File: src/cld_pkg.sv
`timescale 1ns / 1ps
// ============================================================================
// cld_pkg: shared constants and types of the C-LOOK disk scheduler
// Defaults for the top-level parameters, field widths, register indexes and
// the control bundles passed from the top level to its cells and selector.
// ============================================================================
package cld_pkg;

    localparam int DEF_MAX_REQUESTS = 32;
    localparam int DEF_TRACK_BITS   = 16;
    localparam int SEEK_BITS        = 22;
    localparam int CFG_DATA_BITS    = 16;
    localparam int CFG_INDEX_BITS   = 1;

    localparam logic [CFG_INDEX_BITS-1:0] REG_START_HEAD = 1'b0;
    localparam logic [CFG_INDEX_BITS-1:0] REG_SWEEP_DOWN = 1'b1;

    // ring stage control
    typedef struct packed {
        logic shift;   // take the entry from the neighbor
        logic clear;   // drop the entry (end of batch)
    } cld_cell_ctl_t;

    // selector control
    typedef struct packed {
        logic scan;    // an entry leaves the ring tail this cycle
        logic first;   // first cycle of a rotation
    } cld_sel_ctl_t;

endpackage

File: src/cld_cell.sv
`timescale 1ns / 1ps
// ============================================================================
// cld_cell: one stage of the request ring
// Holds one stored request (track, load index, valid) and hands it to the
// next stage whenever the ring shifts.
// ============================================================================
module cld_cell
    import cld_pkg::*;
#(
    parameter int TRACK_BITS = DEF_TRACK_BITS,
    parameter int IDX_BITS   = 5
)
(
    input  logic                  clk,
    input  logic                  rst_n,
    input  cld_cell_ctl_t         ctl,
    input  logic                  din_valid,
    input  logic [TRACK_BITS-1:0] din_track,
    input  logic [IDX_BITS-1:0]   din_idx,
    output logic                  dout_valid,
    output logic [TRACK_BITS-1:0] dout_track,
    output logic [IDX_BITS-1:0]   dout_idx
);

    logic                  valid_reg;
    logic [TRACK_BITS-1:0] track_reg;
    logic [IDX_BITS-1:0]   idx_reg;

    always_ff @(posedge clk or negedge rst_n)
    begin
        if (!rst_n)
        begin
            valid_reg <= 1'b0;
        end
        else if (ctl.clear)
        begin
            valid_reg <= 1'b0;
        end
        else if (ctl.shift)
        begin
            valid_reg <= din_valid;
        end
    end

    always_ff @(posedge clk)
    begin
        if (ctl.shift)
        begin
            track_reg <= din_track;
            idx_reg   <= din_idx;
        end
    end

    assign dout_valid = valid_reg;
    assign dout_track = track_reg;
    assign dout_idx   = idx_reg;

endmodule

File: src/cld_select.sv
`timescale 1ns / 1ps
// ============================================================================
// cld_select: next-request picker at the ring tail
// Compares each entry leaving the ring against the best seen so far in the
// current rotation. Order: in-sweep side first, then track in sweep order,
// then load order.
// ============================================================================
module cld_select
    import cld_pkg::*;
#(
    parameter int TRACK_BITS = DEF_TRACK_BITS,
    parameter int IDX_BITS   = 5
)
(
    input  logic                  clk,
    input  logic                  rst_n,
    input  cld_sel_ctl_t          ctl,
    input  logic [TRACK_BITS-1:0] origin,
    input  logic                  down,
    input  logic                  cand_live,
    input  logic [TRACK_BITS-1:0] cand_track,
    input  logic [IDX_BITS-1:0]   cand_idx,
    output logic [TRACK_BITS-1:0] best_track,
    output logic [IDX_BITS-1:0]   best_idx
);

    localparam int KEY_BITS = 1 + TRACK_BITS + IDX_BITS;

    logic                  found_reg;
    logic [KEY_BITS-1:0]   best_key_reg;
    logic [TRACK_BITS-1:0] best_track_reg;
    logic [IDX_BITS-1:0]   best_idx_reg;

    logic                  cand_wrap;
    logic [TRACK_BITS-1:0] cand_order;
    logic [KEY_BITS-1:0]   cand_key;
    logic                  take;

    always_comb
    begin
        // wrap side sorts after the in-sweep side
        cand_wrap  = down ? (cand_track > origin) : (cand_track < origin);
        cand_order = down ? ~cand_track : cand_track;
        cand_key   = {cand_wrap, cand_order, cand_idx};
        take       = cand_live && (ctl.first || !found_reg || (cand_key < best_key_reg));
    end

    always_ff @(posedge clk or negedge rst_n)
    begin
        if (!rst_n)
        begin
            found_reg <= 1'b0;
        end
        else if (ctl.scan)
        begin
            found_reg <= (found_reg && !ctl.first) || cand_live;
        end
    end

    always_ff @(posedge clk)
    begin
        if (ctl.scan && take)
        begin
            best_key_reg   <= cand_key;
            best_track_reg <= cand_track;
            best_idx_reg   <= cand_idx;
        end
    end

    assign best_track = best_track_reg;
    assign best_idx   = best_idx_reg;

endmodule

File: src/c_look_disk_scheduler_core.sv
`timescale 1ns / 1ps
// ============================================================================
// c_look_disk_scheduler_core: C-LOOK disk request scheduler
// Collects a batch of track requests and returns them in C-LOOK order with
// per-request head movement and running seek total.
// ============================================================================
// Usage: stream track requests in on s_axis, one per transfer, and mark the
// final one with s_axis_tlast. Requests are accepted back to back; requests
// past MAX_REQUESTS are dropped, but a dropped tlast still closes the batch.
// When the batch closes, start_head and sweep_down are sampled and the block
// stops taking input until the last result has been loaded into its output
// register. Results come out on m_axis, tlast on the final one. Each result
// takes one full rotation of the request ring past the tail comparator and
// then a load into the output register, which waits while the output is
// stalled. The output register lets the next batch start loading while the
// final result waits. Write configuration only while no batch is in
// service.
// ============================================================================
module c_look_disk_scheduler_core
    import cld_pkg::*;
#(
    parameter int MAX_REQUESTS = DEF_MAX_REQUESTS,
    parameter int TRACK_BITS   = DEF_TRACK_BITS
)
(
    input  logic                      clk,
    input  logic                      rst_n,

    // configuration write port
    input  logic                      cfg_we,
    input  logic [CFG_INDEX_BITS-1:0] cfg_index,
    input  logic [CFG_DATA_BITS-1:0]  cfg_wdata,

    // request stream
    input  logic                      s_axis_tvalid,
    output logic                      s_axis_tready,
    input  logic [((TRACK_BITS+7)/8)*8-1:0] s_axis_tdata,  // track
    input  logic                      s_axis_tlast,        // last_request

    // result stream
    output logic                      m_axis_tvalid,
    input  logic                      m_axis_tready,
    // served_track, move_distance, total_seek, zero pad
    output logic [((2*TRACK_BITS+SEEK_BITS+7)/8)*8-1:0] m_axis_tdata,
    output logic                      m_axis_tlast         // last_result
);

    localparam int OUT_BITS = ((2 * TRACK_BITS + SEEK_BITS + 7) / 8) * 8;
    localparam int IDX_BITS = (MAX_REQUESTS > 1) ? $clog2(MAX_REQUESTS) : 1;
    localparam int CNT_BITS = $clog2(MAX_REQUESTS + 1);

    // one-hot controller states
    typedef enum logic [2:0] {
        ST_LOAD = 3'b001,   // taking requests
        ST_SCAN = 3'b010,   // ring rotating past the picker
        ST_PUT  = 3'b100    // winner goes to the output register
    } state_t;

    state_t state_reg, state_next;

    // configuration
    logic [CFG_DATA_BITS-1:0] start_head_reg;
    logic                     sweep_down_reg;

    // batch state
    logic [CNT_BITS-1:0]   count_reg;
    logic [CNT_BITS-1:0]   remain_reg;
    logic [IDX_BITS-1:0]   scan_cnt_reg;
    logic [TRACK_BITS-1:0] origin_reg;
    logic                  down_reg;
    logic [TRACK_BITS-1:0] head_reg;
    logic [SEEK_BITS-1:0]  seek_reg;
    logic [IDX_BITS-1:0]   prev_idx_reg;
    logic                  have_prev_reg;

    // output register
    logic                  out_valid_reg;
    logic [TRACK_BITS-1:0] out_track_reg;
    logic [TRACK_BITS-1:0] out_dist_reg;
    logic [SEEK_BITS-1:0]  out_seek_reg;
    logic                  out_last_reg;

    // ring wiring
    logic                  cell_valid [MAX_REQUESTS];
    logic [TRACK_BITS-1:0] cell_track [MAX_REQUESTS];
    logic [IDX_BITS-1:0]   cell_idx   [MAX_REQUESTS];
    logic                  ring_in_valid;
    logic [TRACK_BITS-1:0] ring_in_track;
    logic [IDX_BITS-1:0]   ring_in_idx;
    cld_cell_ctl_t         cell_ctl;
    cld_sel_ctl_t          sel_ctl;

    logic                  in_xfer;
    logic                  has_room;
    logic                  tail_live;
    logic                  scan_end;
    logic                  out_free;
    logic                  put_fire;
    logic                  last_put;
    logic [TRACK_BITS-1:0] best_track;
    logic [IDX_BITS-1:0]   best_idx;
    logic [TRACK_BITS-1:0] dist_next;
    logic [SEEK_BITS-1:0]  seek_next;

    // ------------------------------------------------------------------
    // configuration registers
    // ------------------------------------------------------------------
    always_ff @(posedge clk or negedge rst_n)
    begin
        if (!rst_n)
        begin
            start_head_reg <= '0;
            sweep_down_reg <= 1'b0;
        end
        else if (cfg_we)
        begin
            unique case (cfg_index)
                REG_START_HEAD: start_head_reg <= cfg_wdata;
                REG_SWEEP_DOWN: sweep_down_reg <= cfg_wdata[0];
                default: ;
            endcase
        end
    end

    // ------------------------------------------------------------------
    // control
    // ------------------------------------------------------------------
    always_comb
    begin
        in_xfer   = s_axis_tvalid && s_axis_tready;
        has_room  = count_reg < CNT_BITS'(MAX_REQUESTS);
        // previous winner is dropped as it passes the tail
        tail_live = cell_valid[MAX_REQUESTS-1] &&
                    !(have_prev_reg && (cell_idx[MAX_REQUESTS-1] == prev_idx_reg));
        scan_end  = (state_reg == ST_SCAN) && (scan_cnt_reg == IDX_BITS'(MAX_REQUESTS - 1));
        out_free  = !out_valid_reg || m_axis_tready;
        put_fire  = (state_reg == ST_PUT) && out_free;
        last_put  = remain_reg == CNT_BITS'(1);

        dist_next = (best_track >= head_reg) ? (best_track - head_reg)
                                             : (head_reg - best_track);
        seek_next = seek_reg + SEEK_BITS'(dist_next);

        cell_ctl.shift = (in_xfer && has_room) || (state_reg == ST_SCAN);
        cell_ctl.clear = put_fire && last_put;
        sel_ctl.scan   = state_reg == ST_SCAN;
        sel_ctl.first  = scan_cnt_reg == '0;

        if (state_reg == ST_LOAD)
        begin
            ring_in_valid = 1'b1;
            ring_in_track = s_axis_tdata[TRACK_BITS-1:0];
            ring_in_idx   = count_reg[IDX_BITS-1:0];
        end
        else
        begin
            ring_in_valid = tail_live;
            ring_in_track = cell_track[MAX_REQUESTS-1];
            ring_in_idx   = cell_idx[MAX_REQUESTS-1];
        end

        state_next = state_reg;
        unique case (state_reg)
            ST_LOAD: if (in_xfer && s_axis_tlast) state_next = ST_SCAN;
            ST_SCAN: if (scan_end) state_next = ST_PUT;
            ST_PUT:  if (put_fire) state_next = last_put ? ST_LOAD : ST_SCAN;
            default: state_next = ST_LOAD;
        endcase
    end

    always_ff @(posedge clk or negedge rst_n)
    begin
        if (!rst_n)
        begin
            state_reg     <= ST_LOAD;
            count_reg     <= '0;
            remain_reg    <= '0;
            scan_cnt_reg  <= '0;
            have_prev_reg <= 1'b0;
            out_valid_reg <= 1'b0;
        end
        else
        begin
            state_reg <= state_next;

            if (state_reg == ST_LOAD && in_xfer)
            begin
                if (has_room)
                begin
                    count_reg <= count_reg + CNT_BITS'(1);
                end
                if (s_axis_tlast)
                begin
                    remain_reg    <= has_room ? (count_reg + CNT_BITS'(1)) : count_reg;
                    scan_cnt_reg  <= '0;
                    have_prev_reg <= 1'b0;
                end
            end

            if (state_reg == ST_SCAN)
            begin
                scan_cnt_reg <= scan_cnt_reg + IDX_BITS'(1);
            end

            if (put_fire)
            begin
                remain_reg    <= remain_reg - CNT_BITS'(1);
                scan_cnt_reg  <= '0;
                have_prev_reg <= 1'b1;
                if (last_put)
                begin
                    count_reg <= '0;
                end
            end

            if (put_fire)
            begin
                out_valid_reg <= 1'b1;
            end
            else if (m_axis_tready)
            begin
                out_valid_reg <= 1'b0;
            end
        end
    end

    // batch datapath and output register
    always_ff @(posedge clk)
    begin
        if (state_reg == ST_LOAD && in_xfer && s_axis_tlast)
        begin
            origin_reg <= TRACK_BITS'(start_head_reg);
            down_reg   <= sweep_down_reg;
            head_reg   <= TRACK_BITS'(start_head_reg);
            seek_reg   <= '0;
        end
        if (put_fire)
        begin
            head_reg      <= best_track;
            seek_reg      <= seek_next;
            prev_idx_reg  <= best_idx;
            out_track_reg <= best_track;
            out_dist_reg  <= dist_next;
            out_seek_reg  <= seek_next;
            out_last_reg  <= last_put;
        end
    end

    // ------------------------------------------------------------------
    // request ring: stage 0 takes new requests while loading and the
    // tail entry while rotating
    // ------------------------------------------------------------------
    for (genvar i = 0; i < MAX_REQUESTS; i++)
    begin : g_ring
        if (i == 0)
        begin : g_head
            cld_cell #(
                .TRACK_BITS (TRACK_BITS),
                .IDX_BITS   (IDX_BITS)
            ) u_cell (
                .clk        (clk),
                .rst_n      (rst_n),
                .ctl        (cell_ctl),
                .din_valid  (ring_in_valid),
                .din_track  (ring_in_track),
                .din_idx    (ring_in_idx),
                .dout_valid (cell_valid[i]),
                .dout_track (cell_track[i]),
                .dout_idx   (cell_idx[i])
            );
        end
        else
        begin : g_body
            cld_cell #(
                .TRACK_BITS (TRACK_BITS),
                .IDX_BITS   (IDX_BITS)
            ) u_cell (
                .clk        (clk),
                .rst_n      (rst_n),
                .ctl        (cell_ctl),
                .din_valid  (cell_valid[i-1]),
                .din_track  (cell_track[i-1]),
                .din_idx    (cell_idx[i-1]),
                .dout_valid (cell_valid[i]),
                .dout_track (cell_track[i]),
                .dout_idx   (cell_idx[i])
            );
        end
    end

    // picker at the ring tail
    cld_select #(
        .TRACK_BITS (TRACK_BITS),
        .IDX_BITS   (IDX_BITS)
    ) u_select (
        .clk        (clk),
        .rst_n      (rst_n),
        .ctl        (sel_ctl),
        .origin     (origin_reg),
        .down       (down_reg),
        .cand_live  (tail_live),
        .cand_track (cell_track[MAX_REQUESTS-1]),
        .cand_idx   (cell_idx[MAX_REQUESTS-1]),
        .best_track (best_track),
        .best_idx   (best_idx)
    );

    // ------------------------------------------------------------------
    // ports
    // ------------------------------------------------------------------
    assign s_axis_tready = state_reg == ST_LOAD;
    assign m_axis_tvalid = out_valid_reg;
    assign m_axis_tlast  = out_last_reg;
    assign m_axis_tdata  = OUT_BITS'({out_seek_reg, out_dist_reg, out_track_reg});

endmodule

File: config.mk
export PLATFORM = sky130hd
export DESIGN_NAME = c_look_disk_scheduler_core
export DESIGN_NICKNAME = d
export VERILOG_FILES = /design/src/cld_pkg.sv /design/src/cld_cell.sv /design/src/cld_select.sv /design/src/c_look_disk_scheduler_core.sv
export SDC_FILE = /design/constraint.sdc
export NUM_CORES = 1
export LEC_CHECK = 0
export ABC_AREA = 1
export ABC_CLOCK_PERIOD_IN_PS = 52000
export BUFFER_PORTS_ARGS = -buffer_cell sky130_fd_sc_hd__buf_4
export CORE_MARGIN = 5
export CORE_UTILIZATION = 25
export CTS_BUF_LIST = sky130_fd_sc_hd__clkbuf_2
export CTS_CLUSTER_SIZE = 16
export DETAILED_ROUTE_END_ITERATION = 6
export GPL_ROUTABILITY_DRIVEN = 0
export GPL_TIMING_DRIVEN = 1
export HOLD_SLACK_MARGIN = 0.1
export PLACE_DENSITY_LB_ADDON = 0.08
export SYNTH_ARGS = -nofsm -noshare
export SYNTH_HDL_FRONTEND = slang
export SYNTH_HIERARCHICAL = 1
export SYNTH_SLANG_ARGS = --single-unit
File: constraint.sdc
create_clock -name clk -period 52 [get_ports clk]
set_clock_uncertainty 0.2 [all_clocks]
set_input_delay 10.4 -clock clk [delete_from_list [all_inputs] [get_ports clk]]
set_output_delay 10.4 -clock clk [all_outputs]
set_load 0.05 [all_outputs]
### Yosys cells after proc, flatten, opt, wreduce, memory -nomap -nowiden

Cells that the tools add are included.

* bits in registers: 902
* output and inout bits: 59

* $add $sub $neg: 6
* $lt $le $gt $ge: 5
* equality and inequality tests: 9
* muxes and demuxes: 95
* bitwise logic cells: 2
* reduce and logical (&&, ||, !) cells: 35

Operator list (count)
* $mux 16: 5
* $mux 1: 71
* $mux 22: 2
* $mux 6: 7
* $sub 16x16->16: 2
* $mux 5: 5
* $add 22x16->22: 1
* $lt 22x22->1: 1
* $ge 16x16->1: 1
* $gt 16x16->1: 1
* $lt 16x16->1: 1
* $not 16->16: 1
* $logic_and 1x1->1: 13
* $reduce_bool 2->1: 5
* $mux 3: 3
* $pmux 3 s3: 1
* $reduce_and 2->1: 4
* $add 6x1->6 const B: 1
* $eq 6x1->1 const B: 1
* $lt 6x6->1 const B: 1
* $reduce_bool 3->1: 2
* $sub 6x1->6 const B: 1
* $add 5x1->5 const B: 1
* $eq 5x5->1: 1
* other kinds (12): 20

### Logic depth before layout (Yosys ltp)

Gate-level depths: netlist of the first run.

* depth after elaboration: 7
* gate-level depth with buffers: 27
* gate-level depth less buffers: 26

### Cells and area by module

Netlist of the first run, hierarchy kept.

By module, submodules not included
* cld_cell: instances 32, cells each 27, area each 675.6 µm², seq. area each 655.6 µm²
* c_look_disk_scheduler_core: instances 1, cells each 1155, area each 9424.0 µm², seq. area each 4430.5 µm²
* cld_select: instances 1, cells each 248, area each 2451.1 µm², seq. area each 1166.1 µm²

### Least setup slack after synthesis of the first run

Ideal clock, no wire load.

* path type: in2reg
* start: input port s_axis_tvalid
* end: register g_ring[0].g_head.u_cell.idx_reg[0] (enable)
* data arrival time: 60643 ps
* data required time: 49001 ps
* setup slack: -11642 ps
* cell stages on the path: 4
* path through: inv_1 nor2_4 inv_1 o21ai_0

RTL lines
* from (decl): line c_look_disk_scheduler_core.sv:35 `input logic s_axis_tvalid,`
* to (signal assigned): line cld_cell.sv:50 `idx_reg <= din_idx;`
* to (decl): line cld_cell.sv:27 `logic [IDX_BITS-1:0] idx_reg;`

==> reports/qor.yml, run 1 <==
grt_pass1_wl_mm: 105
critPathLaunch: "s_axis_tvalid"
synth_edf_count: 825
rsz0062_at_grt: "false"
drv_slew: 0
overflow: 0
cts_setup_buffers: 0
reg2reg_to: "g_ring[12].g_body.u_cell/dout_track[14]$_DFFE_PP_"
place_area_mm2: 0.0364
tritoncts: "done"
cts_max_path_buffers: 3
syn_avg_cell_area_um2: 14.8
place_ws_ns: 35.79
nFillCells: 13579
cp.arrival_ns: 15.54
slew_headroom_pct: 18.1
worstPathBufferInverterCount: 8
required_ns: 52.86
ys.flop_type: "edfxtp_1"
cts_buffers: 240
synth_cell_type_count: 48
synth_area_mm2: 0.0335
layout.cells.non_filler: 4575
reg2reg_depth: 9
synthArstFlopShare_pct: 8.03
final_hold_viol_count: 0
die_w_um: 376
drv.max_cap_violation_count: 0
worstMarginPinSlew_ns: 1.23
yosysMostFrequentCell: "edfxtp_1"
ys_top_cells_by_area: "edfxtp_1 74%, nand2_1 5.8%, dfrtp_1 5.3%"
end_kind: "register"
vias: 17944
hpwl_mm: 41.7
htree_levels: 4
cp-start-kind: "primary input"
area_growth_pct: 15.6
finalWorstSetupSlack_ns: 37.32
grt_pass1_vias: 18398
cp.depth: 10
place_inst: 4119
via_per_inst: 3.92
slowest_delay_ns: 0.87
path_class: "in -> reg"
fp.coreArea_mm2: 0.133
r2r_start: "state_reg[0]$_DFFE_PN1P_"
routed_wl_mm: 68.1
p_per_area_mw_per_mm2: 58.3
antenna_found_initial: 8
multiInputGateArea_mm2: 0.00566
portBuffers: 95
rows: 134
path_cells: "buf_4, inv_1, nor2_4, inv_1, o21ai_4, buf_12, buf_12, buf_4, buf_12, buf_4"
seqCellArea_mm2: 0.0266
status: "finished clean"
final_nets: 2728
drt-initial-drc-count: 1103
path_max_fanout: 219
ys_seq_elements: 897
synth_warnings: 6
finalInstanceArea_mm2: 0.0387
drcViolationCount: 0
final.setup.tns_ns: 0
track_usage_pct: 9.57
min_path_type: "reg -> reg"
die_y_um: 376
start_util_pct: 25.1
crit_slowest_cell: "buf_4"
cp-endpoint: "g_ring[12].g_body.u_cell/dout_track[14]$_DFFE_PP_"
yosys.area.top_type: "edfxtp_1"
period_needed_ns: 14.68
dr.pass1.iters: 5
largest_register_ffs: 496
clk_pin_slew_ns: 0.10
synth_common_cells: "825 x edfxtp_1, 520 x nand2_1, 291 x inv_1"
yosysSeqAreaShare_pct: 79.3
drive_gt1_share_pct: 20.2
crit_family: "buffers and inverters"
yosysTopAreaCellShare_pct: 74.0
synthCells: 2267
irDropWorstVdd_uv: 47.9
post-route-util_pct: 29.0
cts_root_buf: "clkbuf_2"
grt_start_max_net_pins: 220
cts_sinks: 897
io_pins: 98
dieArea_mm2: 0.141
fmax_mhz: 68.1
reg2reg_slack_ns: 45.64
setup_viol: 0
ant_nets: 0
finalCritPeriodShare_pct: 28.2
avgRoutedWirePerCell_um: 14.9
clkLatencyLatePin_ns: 1.48
power.leakage_nw: 15.3
cell type report:
class                           instances  share of cell area [%]
Tap cell                             1768                    5.71
Inverter                              299                    2.91
Clock buffer                          389                    5.03
Multi-Input combinational cell       1047                    14.6
Antenna cell                            8                  0.0517
Sequential cell                       897                    68.6
Clock inverter                         56                   0.766
Timing Repair Buffer                  111                    2.27
routing by layer:
layer | global-route usage (%) | vias up | share of wire (%)
met5 | 0 | - | 0.019
met4 | 4.31 | 2 | 2.9
met1 | 13.4 | 8732 | 50
li1 | - | 8628 | -
met2 | 13.5 | 409 | 42
met3 | 3.07 | 173 | 5.8
worst register-to-register path, cell delays in order (launching register included):
cell	delay, ns
dfstp_2	0.57
nand3_4	0.19
nor2_4	0.19
inv_1	0.17
o21ai_4	0.18
buf_12	0.63
buf_12	1.00
buf_4	1.11
buf_12	0.59
buf_4	1.08
worst min path at each step:
stage | from | end | slack [ns] | cells past startpoint
after floorplan | g_ring[9].g_body.u_cell/dout_idx[0]$_DFFE_PP_ | g_ring[10].g_body.u_cell/dout_idx[0]$_DFFE_PP_ | 0.20 | 0
after global placement | g_ring[27].g_body.u_cell/dout_idx[2]$_DFFE_PP_ | g_ring[28].g_body.u_cell/dout_idx[2]$_DFFE_PP_ | 0.20 | 0
after detailed placement | g_ring[9].g_body.u_cell/dout_idx[4]$_DFFE_PP_ | g_ring[10].g_body.u_cell/dout_idx[4]$_DFFE_PP_ | 0.20 | 0
after CTS | g_ring[15].g_body.u_cell/dout_track[1]$_DFFE_PP_ | g_ring[16].g_body.u_cell/dout_track[1]$_DFFE_PP_ | 0.10 | 0
after global routing | g_ring[12].g_body.u_cell/dout_track[1]$_DFFE_PP_ | g_ring[13].g_body.u_cell/dout_track[1]$_DFFE_PP_ | 0.10 | 0
final | g_ring[10].g_body.u_cell/dout_track[12]$_DFFE_PP_ | g_ring[11].g_body.u_cell/dout_track[12]$_DFFE_PP_ | 0.16 | 0
where the power goes:
group	switching, mW	leakage, nW	internal [mW]
Sequential	0.0818	8.61	1.16
Combinational	0.381	4.92	0.127
Clock	0.300	1.77	0.205
Total	0.763	15.3	1.49
cells in the final DEF (no fill, tap or decap), types with 3 or more instances in the layout:
cell type	instances
buf_12	3
xnor2_1	12
buf_4	105
nor2_4	5
nand3_1	87
clkbuf_2	389
xor2_1	39
inv_1	291
a31oi_1	3
ha_1	90
nand2_1	520
nor2_1	107
nand3b_1	5
dlygate4sd3_1	3
nor3_1	6
o22ai_1	5
and2_1	3
nand4_1	13
nand2_2	5
a21oi_1	55
mux2_2	15
inv_6	3
diode_2	8
o21ai_2	3
o21ai_1	7
clkinv_2	6
o21ai_0	36
edfxtp_1	825
dfrtp_1	71
clkinv_1	39
inv_2	10
nand3_2	3
fa_1	3
metrics by stage:
step | total power [mW] | hold WS, ns
global placement | 1.78 | 0.201
CTS | 2.32 | 0.101
floorplan | 1.95 | 0.200
global route | 2.42 | 0.102
finish | 2.26 | 0.156
detailed placement | 1.78 | 0.205
kinds of logic (layout without fill, tap and decap cells):
kind of cell / Yosys count / after routing / share of synthesized area (%)
buffers and inverters: 324 / 855 / 3.86
DFF: 897 / 897 / 79.3
xor gates and xnor gates: 51 / 51 / 1.33
other: 1 / 10 / 0.0112
and+or+nand+nor: 764 / 764 / 9.43
AOI/OAI and AO/OA: 122 / 122 / 1.98
muxes: 15 / 15 / 0.504
adders and majority gates: 93 / 93 / 3.54
repair_timing:
action	in CTS	in global routing
gates resized for setup	0	0
endpoints found under the setup margin	0	0
hold buffers	2	1
hold endpoints to repair	2	1
Note: power is estimated with default switching activity, not from simulation.
==> run 2, diff against run 1 <==
--- a/config.mk
+++ b/config.mk
@@ -6,7 +6,7 @@
 export NUM_CORES = 1
 export LEC_CHECK = 0
 export ABC_AREA = 1
-export ABC_CLOCK_PERIOD_IN_PS = 52000
+export ABC_CLOCK_PERIOD_IN_PS = 14650
 export BUFFER_PORTS_ARGS = -buffer_cell sky130_fd_sc_hd__buf_4
 export CORE_MARGIN = 5
 export CORE_UTILIZATION = 25
==> constraint.sdc (replaced) <==
create_clock -name clk -period 14.65 [get_ports clk]
set_clock_uncertainty 0.2 [all_clocks]
set_input_delay 2.93 -clock clk [delete_from_list [all_inputs] [get_ports clk]]
set_output_delay 2.93 -clock clk [all_outputs]
set_load 0.05 [all_outputs]
==> reports/qor.yml, run 2 (same netlist as run 1, synthesis figures left out) <==
status: "finished clean"
final_hold_viol_count: 0  # unchanged
ant_nets: 0  # unchanged
worstMarginPinSlew_ns: 1.23  # -0.0000753 ns
drcViolationCount: 0  # unchanged
hpwl_mm: 41.6  # -0.26%
holdBufCountCts: 0  # -2
post-route-util_pct: 29.1  # +0.089 points
track_usage_pct: 9.70  # +0.13 points
rsz0062_at_grt: "false"
drt-initial-drc-count: 1100  # -0.27%
cp.arrival_ns: 3.09  # -12.45 ns
io_pins: 98  # unchanged
routed_wl_mm: 69.0  # +1.3%
switching_power_mw: 2.71  # +260%
min_path_type: "reg -> reg"
portBuffers: 95  # unchanged
cts_max_path_buffers: 4  # +1
dieArea_mm2: 0.141  # unchanged
die_w_um: 376  # unchanged
layout_commonest_cell: "edfxtp_1"
finalCritPeriodShare_pct: 42.5
avgRoutedWirePerCell_um: 15.0  # +0.92%
finalInstanceArea_mm2: 0.0388  # +0.31%
power_frac_seq_pct: 54.5  # -0.6 points
htree_levels: 5  # +1
critPathLaunch: "state_reg[0]$_DFFE_PN1P_"
antenna_found_initial: 8  # unchanged
grt_pass1_vias: 18517  # +0.65%
fp.coreArea_mm2: 0.133  # unchanged
cts_buffers: 275  # +15%
end_kind: "output port"
grt_pass1_wl_mm: 106  # +0.76%
pwr-share-comb_pct: 22.1  # -0.4 points
area_growth_pct: 15.9
power_frac_clock_pct: 23.4  # +1.0 points
largest_register_ffs: 496  # unchanged
start_util_pct: 25.1  # unchanged
path_max_fanout: 28  # -87%
vias: 17984  # +0.22%
fmax_mhz: 161
cts_setup_buffers: 0  # unchanged
layout_common_cells: "825 x edfxtp_1, 520 x nand2_1, 417 x clkbuf_2"
setup_viol: 0  # unchanged
cts.repair.resized: 0  # unchanged
slew_headroom_pct: 18.1  # about the same
hold_start: "g_ring[28].g_body.u_cell/dout_track[0]$_DFFE_PP_"
drv.max_cap_violation_count: 0  # unchanged
cts_sinks: 897  # unchanged
grt_start_max_net_pins: 193  # -12%
drv_slew: 0  # unchanged
clk_pin_slew_ns: 0.10  # about the same
final.setup.tns_ns: 0  # unchanged
cp-start-kind: "register"
period_needed_ns: 6.22
p_sw_share_pct: 33.5  # -0.30 points
path_class: "reg -> out"
via_per_inst: 3.91  # -0.19%
tritoncts: "done"
rows: 134  # unchanged
overflow: 0  # unchanged
drive_gt1_share_pct: 21.0  # +0.73 points
internal_power_mw: 5.39  # +260%
cts_root_buf: "clkbuf_2"
irDropWorstVdd_uv: 135  # +180%
required_ns: 11.52  # -41.34 ns
dr.pass1.iters: 5  # unchanged
power.leakage_nw: 15.4  # +0.65%
die_y_um: 376  # unchanged
clkLatencyLatePin_ns: 1.50  # +0.02 ns
p_per_area_mw_per_mm2: 209  # +260%
place_area_mm2: 0.0364  # about the same
r2r_start: "state_reg[0]$_DFFE_PN1P_"
final_nets: 2760  # +1.2%
[run 2: changes by cell type in the layout (fill, tap and decap cells not counted), moves of 3 or more]
cell / before / now
dlygate4sd3_1: 3 / 0
clkbuf_2: 389 / 417
bufinv_16: 1 / 4
inv_6: 3 / 0
[run 2: cell type report]
class                      count  area, um2
antenna                       10       25.0
sequential                   897      26600
tap                         1768       2210
clock inverter                48        290
inverter                     299       1130
multi-input combinational   1047       5660
fill                       13614      94500
clock buffer                 417       2090
timing repair buffer         108        848
[run 2: worst max-delay path: stages (launching register included)]
cell and delay (ns):
dfstp_2 0.56, nand3_4 0.35, inv_1 0.45, buf_4 0.28
[run 2: worst paths after layout]
check,end,slack (ns),cells past startpoint
worst max-delay path,s_axis_tready,8.43,3
worst min-delay path,g_ring[29].g_body.u_cell/dout_track[0]$_DFFE_PP_,0.12,0
worst max register to register,g_ring[13].g_body.u_cell/dout_track[15]$_DFFE_PP_,9.85,7
worst min register to register,g_ring[29].g_body.u_cell/dout_track[0]$_DFFE_PP_,0.12,0
max in group asynchronous,count_reg[5]$_DFF_PN0_,11.92,2
min in group asynchronous,g_ring[11].g_body.u_cell/dout_valid$_DFFE_PN0P_,1.21,1
[run 2: per-stage QoR]
stage               hold slack [ns]  setup slack [ns]  total power [mW]  std cells
floorplan                     0.200            -0.775              6.02       2268
global placement              0.200              8.05              6.29       4119
detailed placement            0.205              7.92              6.33       4119
CTS                           0.110              7.90              8.33       4584
global route                  0.138              7.95              8.71       4588
finish                        0.119              8.43              8.10       4594
[run 2: layer usage]
metal / wire, um / GRT usage [%] / vias to the layer above
li1: - / - / 8700
met1: 34200 / 13.4 / 8677
met2: 28300 / 13.3 / 464
met3: 4740 / 3.95 / 141
met4: 1810 / 4.16 / 2
met5: 9 / 0 / -
[run 2: power groups by stage]
stage	clock network (mW)	registers, mW	logic [mW]
floorplan	0	4.81	1.21
global placement	0	4.47	1.82
detailed placement	0	4.48	1.85
CTS	2.04	4.44	1.85
global route	2.17	4.51	2.03
finish	1.89	4.41	1.79
